$ cat config.mk
export PLATFORM = sky130hd
export DESIGN_NAME = multi_click_mode_selector_top
export DESIGN_NICKNAME = d
export VERILOG_FILES = /design/src/rtl/core/mcms_pkg.sv /design/src/rtl/core/mcms_cfg_regs.sv /design/src/rtl/core/mcms_core.sv /design/src/rtl/core/mcms_out_buf.sv /design/src/rtl/core/multi_click_mode_selector_top.sv
export SDC_FILE = /design/constraint.sdc
export NUM_CORES = 1
export LEC_CHECK = 0
export BUFFER_PORTS_ARGS = -buffer_cell sky130_fd_sc_hd__buf_2
export CAP_MARGIN = 20
export CORE_UTILIZATION = 40
export CTS_CLUSTER_SIZE = 24
export DETAILED_ROUTE_END_ITERATION = 12
export SLEW_MARGIN = 20
export SYNTH_ARGS = -nofsm -noshare
export SYNTH_HDL_FRONTEND = slang
export SYNTH_SLANG_ARGS = --single-unit
$ cat constraint.sdc
create_clock -name clk -period 20.6 [get_ports clk]
set_input_delay 0 -clock clk [delete_from_list [all_inputs] [get_ports clk]]
set_output_delay 0 -clock clk [all_outputs]
set_load 0.03 [all_outputs]
$ cat src/rtl/core/mcms_pkg.sv
`timescale 1ns / 1ps
// ----------------------------------------------------------------------------
// mcms_pkg: shared definitions of the multi-click mode selector
// Holds the mode codes, register indexes, reset values and the structures
// that pass between the configuration file, the decoder core and the
// result buffer.
// ----------------------------------------------------------------------------
package mcms_pkg;

    localparam int TIME_BITS_DEF = 32;
    localparam int OBUF_DEPTH    = 2;
    localparam int CFG_IDX_W     = 3;
    localparam int CFG_DATA_W    = 16;

    // Register indexes of the configuration port.
    localparam logic [CFG_IDX_W-1:0] REG_CLICK_WINDOW = 3'd0;
    localparam logic [CFG_IDX_W-1:0] REG_SETTLE_TICKS = 3'd1;
    localparam logic [CFG_IDX_W-1:0] REG_DUTY_0       = 3'd2;
    localparam logic [CFG_IDX_W-1:0] REG_DUTY_1       = 3'd3;
    localparam logic [CFG_IDX_W-1:0] REG_DUTY_2       = 3'd4;
    localparam logic [CFG_IDX_W-1:0] REG_DUTY_3       = 3'd5;

    // Register reset values.
    localparam logic [15:0] CLICK_WINDOW_RST = 16'd750;
    localparam logic [15:0] SETTLE_TICKS_RST = 16'd100;
    localparam logic [7:0]  DUTY_0_RST       = 8'd255;
    localparam logic [7:0]  DUTY_1_RST       = 8'd128;
    localparam logic [7:0]  DUTY_2_RST       = 8'd64;
    localparam logic [7:0]  DUTY_3_RST       = 8'd10;

    // Input operation codes.
    localparam logic OP_TICK   = 1'b0;
    localparam logic OP_CHANGE = 1'b1;

    // LED mode codes; the fourth code is never reached.
    localparam logic [1:0] MODE_A   = 2'd0;
    localparam logic [1:0] MODE_B   = 2'd1;
    localparam logic [1:0] MODE_RED = 2'd2;

    localparam logic [1:0] CLICK_MAX = 2'd3;

    typedef struct packed {
        logic red;
        logic b;
        logic a;
    } enables_t;

    localparam enables_t ENABLES_RST = '{red: 1'b0, b: 1'b0, a: 1'b1};
    localparam enables_t ENABLES_OFF = '{red: 1'b0, b: 1'b0, a: 1'b0};

    typedef struct packed {
        logic [15:0]     click_window;
        logic [15:0]     settle_ticks;
        logic [3:0][7:0] duty_level;
    } cfg_t;

    typedef struct packed {
        logic [1:0] mode_now;
        logic       a_enabled;
        logic       b_enabled;
        logic       red_enabled;
        logic [7:0] duty_a;
        logic [7:0] duty_b;
        logic       sleeping;
    } result_t;

    // Next mode in the single-click cycle A, B, red.
    function automatic logic [1:0] next_mode(input logic [1:0] mode);
        logic [1:0] nm;
        unique case (mode)
            MODE_A:  nm = MODE_B;
            MODE_B:  nm = MODE_RED;
            default: nm = MODE_A;
        endcase
        return nm;
    endfunction

    // Enable set for a mode; the unused code keeps the present set.
    function automatic enables_t light_mode(input logic [1:0] mode, input enables_t cur);
        enables_t en;
        unique case (mode)
            MODE_A:   en = '{red: 1'b0, b: 1'b0, a: 1'b1};
            MODE_B:   en = '{red: 1'b0, b: 1'b1, a: 1'b0};
            MODE_RED: en = '{red: 1'b1, b: 1'b0, a: 1'b0};
            default:  en = cur;
        endcase
        return en;
    endfunction

endpackage

$ cat src/rtl/core/mcms_cfg_regs.sv
`timescale 1ns / 1ps
// ----------------------------------------------------------------------------
// mcms_cfg_regs: configuration register file
// Holds the click window, settle delay and the four duty levels, written
// through a plain index and data port.
// ----------------------------------------------------------------------------
module mcms_cfg_regs (
    input  logic                            clk,
    input  logic                            rst_n,
    input  logic                            cfg_wr_en,
    input  logic [mcms_pkg::CFG_IDX_W-1:0]  cfg_index,
    input  logic [mcms_pkg::CFG_DATA_W-1:0] cfg_data,
    output mcms_pkg::cfg_t                  cfg
);

    mcms_pkg::cfg_t cfg_reg;

    always_ff @(posedge clk or negedge rst_n)
    begin
        if (!rst_n)
        begin
            cfg_reg.click_window  <= mcms_pkg::CLICK_WINDOW_RST;
            cfg_reg.settle_ticks  <= mcms_pkg::SETTLE_TICKS_RST;
            cfg_reg.duty_level[0] <= mcms_pkg::DUTY_0_RST;
            cfg_reg.duty_level[1] <= mcms_pkg::DUTY_1_RST;
            cfg_reg.duty_level[2] <= mcms_pkg::DUTY_2_RST;
            cfg_reg.duty_level[3] <= mcms_pkg::DUTY_3_RST;
        end
        else if (cfg_wr_en)
        begin
            // Indexes past the last register are ignored.
            unique case (cfg_index)
                mcms_pkg::REG_CLICK_WINDOW: cfg_reg.click_window  <= cfg_data;
                mcms_pkg::REG_SETTLE_TICKS: cfg_reg.settle_ticks  <= cfg_data;
                mcms_pkg::REG_DUTY_0:       cfg_reg.duty_level[0] <= cfg_data[7:0];
                mcms_pkg::REG_DUTY_1:       cfg_reg.duty_level[1] <= cfg_data[7:0];
                mcms_pkg::REG_DUTY_2:       cfg_reg.duty_level[2] <= cfg_data[7:0];
                mcms_pkg::REG_DUTY_3:       cfg_reg.duty_level[3] <= cfg_data[7:0];
                default:                    ;
            endcase
        end
    end

    assign cfg = cfg_reg;

endmodule

$ cat src/rtl/core/mcms_core.sv
`timescale 1ns / 1ps
// ----------------------------------------------------------------------------
// mcms_core: click decoder state and single-pass update
// Applies one accepted request to the decoder state and forms the result
// from the updated state in the same cycle.
// ----------------------------------------------------------------------------
module mcms_core #(
    parameter int TIME_BITS = mcms_pkg::TIME_BITS_DEF
) (
    input  logic              clk,
    input  logic              rst_n,
    input  logic              accept,
    input  logic              op,
    input  logic              vcc_level,
    input  mcms_pkg::cfg_t    cfg,
    output mcms_pkg::result_t res
);

    // Compare width wide enough for the time and for twice the window.
    localparam int CW = ((TIME_BITS > 17) ? TIME_BITS : 17) + 1;

    logic [TIME_BITS-1:0] tick_count_reg, tick_count_next;
    logic [TIME_BITS-1:0] last_click_reg, last_click_next;
    logic [TIME_BITS-1:0] change_mark_reg, change_mark_next;
    logic                 pending_reg, pending_next;
    logic [1:0]           click_count_reg, click_count_next;
    logic [1:0]           mode_reg, mode_next;
    logic [1:0]           idx_a_reg, idx_a_next;
    logic [1:0]           idx_b_reg, idx_b_next;
    logic [1:0]           idx_red_reg, idx_red_next;
    mcms_pkg::enables_t   enables_reg, enables_next;
    logic                 asleep_reg, asleep_next;

    logic [TIME_BITS-1:0] tick_inc;
    logic                 serve_single;
    logic                 serve_double;
    logic                 change_hit;

    // Deadline test without wrap: not met while t is below the start.
    function automatic logic reached(input logic [TIME_BITS-1:0] t,
                                     input logic [TIME_BITS-1:0] start,
                                     input logic [16:0]          delay);
        logic [CW-1:0] diff;
        diff = CW'(t) - CW'(start);
        return (t >= start) && (diff >= CW'(delay));
    endfunction

    always_comb
    begin
        tick_count_next  = tick_count_reg;
        last_click_next  = last_click_reg;
        change_mark_next = change_mark_reg;
        pending_next     = pending_reg;
        click_count_next = click_count_reg;
        mode_next        = mode_reg;
        idx_a_next       = idx_a_reg;
        idx_b_next       = idx_b_reg;
        idx_red_next     = idx_red_reg;
        enables_next     = enables_reg;
        asleep_next      = asleep_reg;

        tick_inc     = (tick_count_reg == '1) ? tick_count_reg
                                              : tick_count_reg + TIME_BITS'(1);
        serve_single = (click_count_reg == 2'd1)
                       && reached(tick_inc, last_click_reg,
                                  {cfg.click_window, 1'b0});
        serve_double = (click_count_reg == 2'd2);
        change_hit   = 1'b0;

        if (op == mcms_pkg::OP_CHANGE)
        begin
            change_mark_next = tick_count_reg;
            pending_next     = 1'b1;
            asleep_next      = 1'b0;
        end
        else if (!asleep_reg)
        begin
            tick_count_next = tick_inc;
            if (serve_single)
            begin
                mode_next        = mcms_pkg::next_mode(mode_reg);
                enables_next     = mcms_pkg::light_mode(mode_next, enables_reg);
                last_click_next  = '0;
                tick_count_next  = '0;
                click_count_next = 2'd0;
            end
            else if (serve_double)
            begin
                unique case (mode_reg)
                    mcms_pkg::MODE_A:   idx_a_next   = idx_a_reg + 2'd1;
                    mcms_pkg::MODE_B:   idx_b_next   = idx_b_reg + 2'd1;
                    mcms_pkg::MODE_RED: idx_red_next = idx_red_reg + 2'd1;
                    default:            ;
                endcase
                last_click_next  = '0;
                tick_count_next  = '0;
                click_count_next = 2'd0;
            end

            change_hit = pending_reg
                         && reached(tick_count_next, change_mark_reg,
                                    {1'b0, cfg.settle_ticks});
            if (change_hit)
            begin
                pending_next     = 1'b0;
                change_mark_next = '0;
                if (vcc_level)
                begin
                    last_click_next = tick_count_next;
                    if (click_count_next != mcms_pkg::CLICK_MAX)
                    begin
                        click_count_next = click_count_next + 2'd1;
                    end
                    enables_next = mcms_pkg::light_mode(mode_next, enables_next);
                end
                else
                begin
                    enables_next = mcms_pkg::ENABLES_OFF;
                    asleep_next  = 1'b1;
                end
            end
        end
    end

    always_ff @(posedge clk or negedge rst_n)
    begin
        if (!rst_n)
        begin
            tick_count_reg  <= '0;
            last_click_reg  <= '0;
            change_mark_reg <= '0;
            pending_reg     <= 1'b0;
            click_count_reg <= 2'd0;
            mode_reg        <= mcms_pkg::MODE_A;
            idx_a_reg       <= 2'd0;
            idx_b_reg       <= 2'd0;
            idx_red_reg     <= 2'd0;
            enables_reg     <= mcms_pkg::ENABLES_RST;
            asleep_reg      <= 1'b0;
        end
        else if (accept)
        begin
            tick_count_reg  <= tick_count_next;
            last_click_reg  <= last_click_next;
            change_mark_reg <= change_mark_next;
            pending_reg     <= pending_next;
            click_count_reg <= click_count_next;
            mode_reg        <= mode_next;
            idx_a_reg       <= idx_a_next;
            idx_b_reg       <= idx_b_next;
            idx_red_reg     <= idx_red_next;
            enables_reg     <= enables_next;
            asleep_reg      <= asleep_next;
        end
    end

    // The result reflects the state after this request.
    always_comb
    begin
        res.mode_now    = mode_next;
        res.a_enabled   = enables_next.a;
        res.b_enabled   = enables_next.b;
        res.red_enabled = enables_next.red;
        res.duty_a      = cfg.duty_level[idx_a_next];
        res.duty_b      = cfg.duty_level[idx_b_next];
        res.sleeping    = asleep_next;
    end

`ifndef NO_ASSERTIONS
    a_sleep_dark: assert property (@(posedge clk) disable iff (!rst_n)
        asleep_reg |-> (enables_reg == mcms_pkg::ENABLES_OFF))
        else $error("LED enabled while asleep");
    a_sleep_no_pending: assert property (@(posedge clk) disable iff (!rst_n)
        asleep_reg |-> !pending_reg)
        else $error("pin change pending while asleep");
    a_change_wakes: assert property (@(posedge clk) disable iff (!rst_n)
        (accept && op == mcms_pkg::OP_CHANGE) |=> (!asleep_reg && pending_reg))
        else $error("pin change did not wake the decoder");
`endif

endmodule

$ cat src/rtl/core/mcms_out_buf.sv
`timescale 1ns / 1ps
// ----------------------------------------------------------------------------
// mcms_out_buf: two-entry result buffer
// Decouples the result channel from the request channel so that a new
// request is taken while an earlier result is still waiting.
// ----------------------------------------------------------------------------
module mcms_out_buf (
    input  logic              clk,
    input  logic              rst_n,
    input  logic              push,
    input  mcms_pkg::result_t din,
    output logic              ready,
    output logic              out_valid,
    input  logic              out_ready,
    output mcms_pkg::result_t dout
);

    localparam int CNT_W = $clog2(mcms_pkg::OBUF_DEPTH + 1);
    localparam logic [CNT_W-1:0] FULL = CNT_W'(mcms_pkg::OBUF_DEPTH);

    logic [CNT_W-1:0]  count_reg, count_next;
    mcms_pkg::result_t head_reg, head_next;
    mcms_pkg::result_t tail_reg, tail_next;
    logic              pop;

    assign pop       = out_valid && out_ready;
    assign out_valid = (count_reg != '0);
    assign ready     = (count_reg != FULL);
    assign dout      = head_reg;

    always_comb
    begin
        count_next = count_reg + CNT_W'(push) - CNT_W'(pop);
        head_next  = head_reg;
        tail_next  = tail_reg;
        if (pop)
        begin
            if (count_reg == FULL)
            begin
                head_next = tail_reg;
            end
            else if (push)
            begin
                head_next = din;
            end
        end
        else if (push && count_reg == '0)
        begin
            head_next = din;
        end
        if (push && ((count_reg == FULL && pop) || (count_reg != '0 && count_reg != FULL
                                                     && !pop)))
        begin
            tail_next = din;
        end
    end

    always_ff @(posedge clk or negedge rst_n)
    begin
        if (!rst_n)
        begin
            count_reg <= '0;
        end
        else
        begin
            count_reg <= count_next;
        end
    end

    always_ff @(posedge clk)
    begin
        head_reg <= head_next;
        tail_reg <= tail_next;
    end

`ifndef NO_ASSERTIONS
    a_no_overflow: assert property (@(posedge clk) disable iff (!rst_n)
        !(push && count_reg == FULL && !pop))
        else $error("result pushed into a full buffer");
    a_count_range: assert property (@(posedge clk) disable iff (!rst_n)
        count_reg <= FULL)
        else $error("result buffer count out of range");
    a_push_shows: assert property (@(posedge clk) disable iff (!rst_n)
        push |=> out_valid)
        else $error("pushed result not presented");
`endif

endmodule

$ cat src/rtl/core/multi_click_mode_selector_top.sv
`timescale 1ns / 1ps
// ----------------------------------------------------------------------------
// multi_click_mode_selector_top: headlamp click decoder
// Decodes supply-interruption clicks into an LED mode, LED enables and
// duty values for two PWM channels.
// ----------------------------------------------------------------------------
// Usage:
//   Each request on the input channel (in_valid/in_ready) is a timer tick
//   (op = 0, with the sampled supply level in vcc_level) or a supply pin
//   change (op = 1). Every request yields exactly one result on the output
//   channel (out_valid/out_ready) carrying the mode, the three LED enables,
//   the duty values of LED A and LED B and the sleep flag.
//   The decoder state is updated in the cycle a request is accepted, and
//   its result is registered in the result buffer and presented from the
//   head entry. One request can be accepted every cycle while in_ready is high.
//   Results go into a two-entry buffer. When the receiver stalls, the block
//   still takes requests until both entries hold results, then drops
//   in_ready until a result is taken.
//   Configuration registers are written through cfg_wr_en, cfg_index and
//   cfg_data with no wait state; write them only while the block is idle.
//   Reset (rst_n low) loads the register defaults, wakes the decoder in
//   LED A mode with LED A enabled, clears all timing state and empties the
//   result buffer.
// ----------------------------------------------------------------------------
module multi_click_mode_selector_top #(
    parameter int TIME_BITS = mcms_pkg::TIME_BITS_DEF
) (
    input  logic                            clk,
    input  logic                            rst_n,
    input  logic                            in_valid,
    output logic                            in_ready,
    input  logic                            op,
    input  logic                            vcc_level,
    output logic                            out_valid,
    input  logic                            out_ready,
    output logic [1:0]                      mode_now,
    output logic                            a_enabled,
    output logic                            b_enabled,
    output logic                            red_enabled,
    output logic [7:0]                      duty_a,
    output logic [7:0]                      duty_b,
    output logic                            sleeping,
    input  logic                            cfg_wr_en,
    input  logic [mcms_pkg::CFG_IDX_W-1:0]  cfg_index,
    input  logic [mcms_pkg::CFG_DATA_W-1:0] cfg_data
);

    mcms_pkg::cfg_t    cfg;
    mcms_pkg::result_t core_res;
    mcms_pkg::result_t buf_res;
    logic              accept;

    // A request is taken whenever the result buffer has room for its result.
    assign accept = in_valid && in_ready;

    mcms_cfg_regs u_cfg (
        .clk       (clk),
        .rst_n     (rst_n),
        .cfg_wr_en (cfg_wr_en),
        .cfg_index (cfg_index),
        .cfg_data  (cfg_data),
        .cfg       (cfg)
    );

    // State update and result formation for the accepted request.
    mcms_core #(
        .TIME_BITS (TIME_BITS)
    ) u_core (
        .clk       (clk),
        .rst_n     (rst_n),
        .accept    (accept),
        .op        (op),
        .vcc_level (vcc_level),
        .cfg       (cfg),
        .res       (core_res)
    );

    // The buffer registers each result and absorbs receiver stalls.
    mcms_out_buf u_obuf (
        .clk       (clk),
        .rst_n     (rst_n),
        .push      (accept),
        .din       (core_res),
        .ready     (in_ready),
        .out_valid (out_valid),
        .out_ready (out_ready),
        .dout      (buf_res)
    );

    assign mode_now    = buf_res.mode_now;
    assign a_enabled   = buf_res.a_enabled;
    assign b_enabled   = buf_res.b_enabled;
    assign red_enabled = buf_res.red_enabled;
    assign duty_a      = buf_res.duty_a;
    assign duty_b      = buf_res.duty_b;
    assign sleeping    = buf_res.sleeping;

endmodule

# Yosys cells after proc, flatten, opt, wreduce, memory -nomap -nowiden
# Cells that the tools add are included.
# word_totals
regBits	219
in_bits	26
out_inout_bits	24
wordCells	157
# classes
n_reduce_logical	30
eq_ne	18
n_mux	60
n_lt_le_gt_ge	6
addsub	8
bitwise_logic	2
# op_table
cell	n
$mux 32	12
$mux 22	4
$sub 32x32->33	2
$ge 32x32->1	2
$mux 2	25
$ge 33x16->1	1
$ge 33x17->1	1
$add 32x1->32 const B	1
$bmux 8 s2	2
$eq 32x32->1 const B	1
$pmux 3 s3	2
$mux 8	2
$mux 3	5
$reduce_and 2->1	7
$logic_and 1x1->1	11
$eq 2x1->1 const B	4
$eq 2x2->1 const B	4
$logic_not 2->1	4
$mux 1	7
$add 2x1->2 const B	3
$eq 3x2->1 const B	2
$eq 3x3->1 const B	2
$lt 2x3->1 const B	2
$ne 2x2->1 const B	3
11 further kinds	15

# Longest topological paths before layout
# Gate-level depths: netlist of the first run.
# depth
word_depth	21
mapped_depth	53
depth_no_buf	49

# By module
# From an unflattened synthesis of the first run, not the netlist that was laid out.
# unflattened
hier_cells	1571
area_unflattened_um2	15016.9
# by_module_without_submodules
mod	seq_area_each_um2	cells_per_inst	area_each_um2	n_inst
mcms_core	2728.9	1345	10696.5	1
mcms_cfg_regs	1629.1	140	2482.4	1
mcms_out_buf	1371.3	85	1831.8	1
multi_click_mode_selector_top	0.0	1	6.3	1

# Worst setup path before layout of the first run
# No wires, ideal clock.
# synth_path
path_type	flip-flop to flip-flop
startpoint	register u_core.tick_count_reg[3]
endpoint	register u_obuf.head_reg, in the netlist u_obuf.dout[0] (data pin)
arrival_ns	9.482
period_less_slack_ns	9.742
setup_slack_ns	10.858
stages_incl_launch_ff	51
setup_ns	0.260
n_path_buf	4
path_cell_list	dfrtp_1 and4_1 and4_1 nand4_1 or3_1 nor3_2 nor2_1 and2_1 xnor2_1 inv_1 ha_1 clkbuf_1 a21oi_1 o21ai_0 a22oi_1 nand2_1 xor2_1 ha_1 [15 not listed] nand2_1 a21o_1 a21oi_1 o21ai_0 xnor2_1 ha_1 and4_1 a211oi_1 nand3_1 o21ai_0 nand4_1 nor3_1 nand4_1 o31ai_2 buf_6 nor2_2 o21ba_2 mux2_4
# synth_lines
item	line_no	text
start, declared	mcms_core.sv:22	logic [TIME_BITS-1:0] tick_count_reg, tick_count_next;
start signal, assigned	mcms_core.sv:143	tick_count_reg <= tick_count_next;
end signal, assigned	mcms_out_buf.sv:72	head_reg <= head_next;
end, declared	mcms_out_buf.sv:22	mcms_pkg::result_t head_reg, head_next;

# Final worst setup path of the first run
# layout_path
startpoint	register u_core.tick_count_reg[3]
endpoint	register u_core.change_mark_reg[18]
# layout_between
elab_chain_cells	15
word_cells_on_any_way	19
cone_classes	add/sub (3); order compare (4); eq/ne (1); mux (5); reduce/logical (6)
# layout_lines
item	line_no	text
$add 32x1->32 or $eq 32x32->1 (tied branches)	mcms_core.sv:63, mcms_core.sv:62	
$mux 32 (*)	mcms_core.sv:62	tick_inc = (tick_count_reg == '1) ? tick_count_reg
$sub 32x32->33	mcms_core.sv:44	diff = CW'(t) - CW'(start);
$ge 33x17->1	mcms_core.sv:45	return (t >= start) && (diff >= CW'(delay));
$logic_and 1x1->1	mcms_core.sv:45	
$logic_and 1x1->1	mcms_core.sv:65	&& reached(tick_inc, last_click_reg,
$mux 32 (*)	mcms_core.sv:79	if (serve_single)
$mux 32 (*)	mcms_core.sv:76	else if (!asleep_reg)
$mux 32 (*)	mcms_core.sv:70	if (op == mcms_pkg::OP_CHANGE)
$sub 32x32->33	mcms_core.sv:44	
$ge 33x16->1	mcms_core.sv:45	
$logic_and 1x1->1 (*)	mcms_core.sv:45	
$logic_and 1x1->1 (*)	mcms_core.sv:101	&& reached(tick_count_next, change_mark_reg,
$reduce_bool 2->1 (no line) (*)	n/a	
$reduce_and 3->1 (no line) (*)	n/a	
end signal, assigned	mcms_core.sv:145	change_mark_reg <= change_mark_next;
end, declared	mcms_core.sv:24	logic [TIME_BITS-1:0] change_mark_reg, change_mark_next;
# Mark *: on every way between the ends. The rest lies on a longest branch, timed or not. The select of a mux whose other input is x is not followed.
# A chain may end at the register's enable or synchronous reset.

==> results of run 1 <==
cell usage after synthesis, types with 6 or more instances:
library cell	n	area share
nor4_1	11	0.0045
clkbuf_1	35	0.0087
nand4_1	26	0.011
and2_1	12	0.0050
o21ai_0	94	0.031
buf_2	24	0.0079
inv_1	151	0.037
a211oi_1	10	0.0050
nor2b_1	8	0.0033
a31oi_1	20	0.0083
and4_1	10	0.0058
mux2i_1	9	0.0059
nand2b_1	13	0.0054
dfrtp_1	152	0.25
a21oi_1	102	0.034
nor2_1	118	0.029
o2111ai_1	6	0.0035
dfstp_2	23	0.040
nor3_1	22	0.0073
a22o_1	42	0.024
or2_2	7	0.0029
o31ai_1	32	0.016
mux4_2	24	0.036
xor2_1	27	0.016
ha_1	99	0.082
mux2_2	47	0.035
and3_1	14	0.0058
buf_6	6	0.0045
a21o_1	15	0.0074
o21a_1	20	0.0099
a22o_2	20	0.013
nand2_1	184	0.046
nand3_1	41	0.014
xnor2_1	53	0.031
o211ai_1	13	0.0064
edfxtp_1	44	0.087
or3_1	6	0.0025
layout make-up:
class                   instances  area [um^2]
multi-input cells            1194         8568
repair buffers                 83        568.0
flip-flops and latches        219         5729
clock inverters                 8        93.84
clock buffers                  38        704.4
fillers                      3598        20100
inverters                     152        570.5
well taps                     504        630.6
worst min-delay path, stage by stage:
cell	delay, ps
buf_2	150
nor3b_2	150
mux2_2	250
stage by stage:
step	cell area, um^2	std cells	setup WS (ps)
3_5_place_dp	15820	2129	8439
6_report	16860	2198	8547
5_1_grt	16860	2198	7682
2_1_floorplan	15150	1634	10860
4_1_cts	16810	2195	8411
3_3_place_gp	15810	2129	8543
cells by family (layout without fill, tap and decap cells):
logic type | count (synthesis) | in the layout
compound gates | 432 | 432
xor+xnor | 80 | 80
fa+ha+maj | 101 | 101
buf+inv | 221 | 281
flops | 219 | 219
mux | 81 | 81
simple gates | 500 | 500
path summary, 6_finish.rpt:
check / start / end / cells past startpoint
max in group asynchronous: rst_n / u_obuf.count_reg[1]$_DFF_PN0_ / 3
worst max register to register: u_core.tick_count_reg[3]$_DFFE_PN0P_ / u_core.change_mark_reg[18]$_DFFE_PN0P_ / 47
worst min register to register: u_core.last_click_reg[22]$_DFFE_PN0P_ / u_core.last_click_reg[22]$_DFFE_PN0P_ / 1
min in group asynchronous: rst_n / u_cfg.cfg[42]$_DFFE_PN0P_ / 2
worst min-delay path: cfg_index[2] / u_cfg.cfg[7]$_DFFE_PN1P_ / 3
worst max-delay path: u_core.tick_count_reg[3]$_DFFE_PN0P_ / u_core.change_mark_reg[18]$_DFFE_PN0P_ / 47
layout by cell type (no fill, tap or decap), drive strengths merged, types with 27 or more instances in the layout:
master and n:
xor2 27, inv 152, edfxtp 44, mux2 48
ha 99, a22o 62, nand3 41, nor2 120
xnor2 53, nand4 27, nand2 185, dfrtp 152
clkbuf 39, buf 61, o31ai 33, o21ai 99
a21oi 103
layer usage:
metal,share of wire,track usage,vias to the layer above
met3,0.052,0.02977,72
met1,0.47,0.3035,6027
met5,0,0,-
met4,0.033,0.07264,0
li1,-,-,5979
met2,0.44,0.3364,356
where the power goes:
part	total (mW)	internal, mW	leakage [nW]	switching [mW]
clock	0.441	0.260	0.394	0.180
combinational	1.91	0.780	4.55	1.13
sequential	0.616	0.557	2.67	0.0587
total	2.97	1.60	7.62	1.37
==> flow_metrics.env, run 1 <==
export IMPL_status="finished, final reports clean"
export IMPL_cts_buffers=25
export IMPL_fin_worst_skew_ps=26.82
export IMPL_ys_warn_count=0
export IMPL_synth_fa_ha_area_frac=0.08441
export IMPL_cp_top_family="compound AO/OA/AOI/OAI gates"
export IMPL_critPathBufInv=4
export IMPL_slew_headroom=0.3495
export IMPL_final_util=0.4563
export IMPL_powerDensity_mw_per_mm2=176.0
export IMPL_hold_buffers=20
export IMPL_antenna_found_initial=0
export IMPL_crit_path_max_incr_delay_ps=730
export IMPL_grt_max_degree=98
export IMPL_synth_edf_count=44
export IMPL_grt_use_total=0.2144
export IMPL_hold_class="input port to flip-flop"
export IMPL_r2r_slack_ps=8550
export IMPL_synth_xor_area_frac=0.04625
export IMPL_cts_path_max_buffers=3
export IMPL_numClockSinks=219
export IMPL_endpoint_kind="flip-flop"
export IMPL_setup_violations=0
export IMPL_drt_iter0_markers=841
export IMPL_irDropWorstVdd_uv=84.78
export IMPL_drc=0
export IMPL_slowest_stage="o21ai_4"
export IMPL_io_buffers=49
export IMPL_routedWlPerCell_um=18.73
export IMPL_final_setup_tns_ps=0
export IMPL_crit_fanout=56
export IMPL_cts_tree="yes"
export IMPL_min_period_ps=12050
export IMPL_min_period_over_period=0.5851
export IMPL_crit_arrival_ps=12520
export IMPL_grt_pass1_wl_um=66410
export IMPL_synth_compound_area_frac=0.1958
export IMPL_required_ps=21060
export IMPL_synth_simple_area_share=0.1578
export IMPL_num_rows=70
export IMPL_htreeDepth=1
export IMPL_synthFlopType="dfrtp_1"
export IMPL_die_w_um=196.6
export IMPL_max_cap_violations=0
export IMPL_grt_ovfl_total=0
export IMPL_syn_inst=1634
export IMPL_core_mm2=0.03696
export IMPL_drive_above_1_share=0.1517
export IMPL_via_per_inst=5.657
export IMPL_initial_core_util=0.4099
export IMPL_synth_area_mux_share=0.07756
export IMPL_tightest_slew_ps=972.1
export IMPL_holdWs_ps=39.69
export IMPL_die_y_um=196.6
export IMPL_synth_top_family_by_area="compound AO/OA/AOI/OAI gates"
export IMPL_cts_root_buf="clkbuf_16"
export IMPL_slew_viol_final=0
export IMPL_die_area_mm2=0.03865
export IMPL_async_flop_share=0.7991
export IMPL_area_growth_pct=11.33
export IMPL_cts_resized=0
export IMPL_path_clk_slew_ps=60
export IMPL_gp_congestion=0.9792
export IMPL_clkLatencyLatePin_ps=550
export IMPL_rsz0062_at_grt="false"
export IMPL_synth_cell_types=96
export IMPL_p_leak_nw=7.617
export IMPL_syn_nets=1761
export IMPL_hold_viol=0
export IMPL_synth_seq_area_share=0.3782
export IMPL_critPathLaunchType="flip-flop"
export IMPL_post_dp_hpwl_um=31100
export IMPL_avgSynthCellArea_um2=9.271
export IMPL_syn_area_mm2=0.01515
export IMPL_critPathKind="flip-flop to flip-flop"
export IMPL_largest_reg_flops=64
export IMPL_n_antenna_cell=0
export IMPL_grt_pass1_vias=12120
export IMPL_worst_path_most_repeated_cell="nand4_1"
export IMPL_first_pass_iters=8
export IMPL_drt_total_wl_um=41180
export IMPL_nNetsFinal=1802
export IMPL_postRouteAntennaNets=0
export IMPL_finalPower_mw=2.967
export IMPL_cts_setup_buffers=0
export IMPL_ioPinCount=50
export IMPL_fmax_mhz=82.97
export IMPL_synth_ff_latch_count=219
export IMPL_via_count=12430
No activity file was read; power rests on OpenSTA's default activity.
==> inputs of run 2 (changes only) <==
- clock period: 20.6 -> 12.2 ns (I/O delays scaled with it)
==> flow_metrics.env, run 2 (synthesis results as in run 1) <==
export IMPL_status="finished, final reports clean"
export IMPL_hold_viol=0
export IMPL_postRouteAntennaNets=0
export IMPL_max_cap_violations=0
export IMPL_p_sw_frac=0.4656
export IMPL_crit_fanout=26
export IMPL_critPathBufInv=3
export IMPL_die_y_um=196.6
export IMPL_critPathLaunch="u_core.tick_count_reg[4]$_DFFE_PN0P_"
export IMPL_initial_core_util=0.4099
export IMPL_path_clk_slew_ps=60
export IMPL_holdWs_ps=36.74
export IMPL_n_antenna_cell=0
export IMPL_ioPinCount=50
export IMPL_drc=0
export IMPL_nNetsFinal=1803
export IMPL_core_mm2=0.03696
export IMPL_r2r_slack_ps=810
export IMPL_grt_max_degree=102
export IMPL_largest_reg_flops=64
export IMPL_grt_pass1_wl_um=66590
export IMPL_hold_class="input port to flip-flop"
export IMPL_slew_headroom=0.3163
export IMPL_tightest_slew_ps=1023
export IMPL_worst_slack_ps=810.2
export IMPL_cts_buffers=24
export IMPL_cts_root_buf="clkbuf_16"
export IMPL_drt_iter0_markers=982
export IMPL_critPathLaunchType="flip-flop"
export IMPL_seq_power_share=0.206
export IMPL_setup_violations=0
export IMPL_routedWlPerCell_um=18.83
export IMPL_fmax_mhz=87.80
export IMPL_finalPower_mw=5.039
export IMPL_die_w_um=196.6
export IMPL_powerDensity_mw_per_mm2=298.1
export IMPL_critPathKind="flip-flop to flip-flop"
export IMPL_reg2reg_depth=48
export IMPL_cts_path_max_buffers=3
export IMPL_slew_viol_final=0
export IMPL_rsz0062_at_grt="false"
export IMPL_p_comb_frac=0.654
export IMPL_crit_path_max_incr_delay_ps=780
export IMPL_pwr_share_clk=0.139
export IMPL_cp_depth=48
export IMPL_min_period_over_period=0.9336
export IMPL_io_buffers=49
export IMPL_rr_startpoint="u_core.tick_count_reg[4]$_DFFE_PN0P_"
export IMPL_endpoint_kind="flip-flop"
export IMPL_via_count=12320
export IMPL_clkLatencyLatePin_ps=540
export IMPL_num_rows=70
export IMPL_final_setup_tns_ps=0
export IMPL_first_pass_iters=5
export IMPL_grt_pass1_vias=12160
export IMPL_fillers=3576
export IMPL_irDropWorstVdd_uv=280.6
export IMPL_htreeDepth=1
export IMPL_post_dp_hpwl_um=31630
export IMPL_mostFrequentLayoutCells="nand2_1, dfrtp_1, inv_1"
export IMPL_final_common_cell="nand2_1"
export IMPL_die_area_mm2=0.03865
export IMPL_via_per_inst=5.606
export IMPL_seqCellArea_mm2=0.005729
export IMPL_grt_ovfl_total=0
export IMPL_drt_total_wl_um=41380
export IMPL_required_ps=12610
export IMPL_cts_tree="yes"
export IMPL_p_leak_nw=7.636
export IMPL_antenna_found_initial=1
export IMPL_crit_arrival_ps=11800
export IMPL_gp_congestion=0.9005
export IMPL_r2r_end="u_core.last_click_reg[22]$_DFFE_PN0P_"
export IMPL_area_growth_pct=11.60
export IMPL_fin_worst_skew_ps=22.45
export IMPL_p_switching_mw=2.346
export IMPL_drive_above_1_share=0.1600
export IMPL_cp_top_family="simple AND/OR/NAND/NOR gates"
export IMPL_place_ws_ps=266.4
export IMPL_numClockSinks=219
export IMPL_min_period_ps=11390
export IMPL_grt_use_total=0.2157
export IMPL_slowest_stage="nor4_1"
export IMPL_multi_input_area_mm2=0.008632
export IMPL_endpoint="u_core.last_click_reg[22]$_DFFE_PN0P_"
export IMPL_intPower_mw=2.693
## run 2: cell count changes in the layout (fill, tap and decap cells not counted), sizes merged
cell and delta:
buf +4, bufinv -2, clkinvlp +1, dlygate4sd3 -1, clkbuf -3, clkinv +1
## run 2: per-stage QoR
| stage | instance area (um^2) | utilization | std cells |
|---|---|---|---|
| 6_report | 16910 | 0.4574 | 2198 |
| 5_1_grt | 16910 | 0.4574 | 2198 |
| 4_1_cts | 16810 | 0.4548 | 2196 |
| 3_5_place_dp | 15840 | 0.4287 | 2132 |
| 3_3_place_gp | 15840 | 0.4285 | 2132 |
| 2_1_floorplan | 15150 | - | 1634 |
## run 2: what timing repair did
item	CTS	global route
gates resized for setup	0	19
endpoints found under the setup margin	0	79
endpoints found under the hold margin	190	0
setup buffers	0	1
hold buffers	20	0
## run 2: how the worst min path moves through the flow
stage                       startpoint                       endpoint  slack, ps  depth (start not counted)
final                         in_valid  u_obuf.tail_reg[12]$_DFFE_PP_         40                          3
after global routing      cfg_index[1]      u_cfg.cfg[21]$_DFFE_PN0P_         70                          3
after CTS                     in_valid  u_obuf.tail_reg[12]$_DFFE_PP_         30                          3
after detailed placement         rst_n      u_cfg.cfg[46]$_DFFE_PN0P_        170                          1
after global placement           rst_n      u_cfg.cfg[46]$_DFFE_PN0P_        150                          1
after floorplan                  rst_n      u_cfg.cfg[10]$_DFFE_PN0P_       -300                          0
## run 2: power groups by stage
stage | registers [mW] | logic, mW | clock network [mW]
finish | 1.04 | 3.30 | 0.702
global route | 1.06 | 3.64 | 0.745
CTS | 1.04 | 3.24 | 0.717
detailed placement | 1.05 | 3.21 | 0
global placement | 1.05 | 3.19 | 0
floorplan | 1.09 | 2.37 | 0
## run 2: cell type report
type	count	area share
clock buffer	36	0.04174
multi-input combinational	1194	0.5106
tap	504	0.03730
clock inverter	8	0.003478
inverter	152	0.03375
sequential	219	0.3389
timing repair buffer	85	0.03427
## run 2: metal layers
layer	up-vias	wire (um)	GRT usage
met5	-	0	0
met4	0	1281	0.06977
met3	66	1988	0.02053
met2	317	18490	0.3413
met1	5936	19620	0.3105
li1	6002	-	-
## run 2: worst reg2reg max path: cells and delay by family, from the launching register on
kind	cells	cell delay [ps]
AND/OR/NAND/NOR	24	5320
flip-flops	1	460
buffers and inverters	3	490
XOR/XNOR	3	550
AO/OA/AOI/OAI	14	3180
adder cells (fa/ha/maj)	4	1300
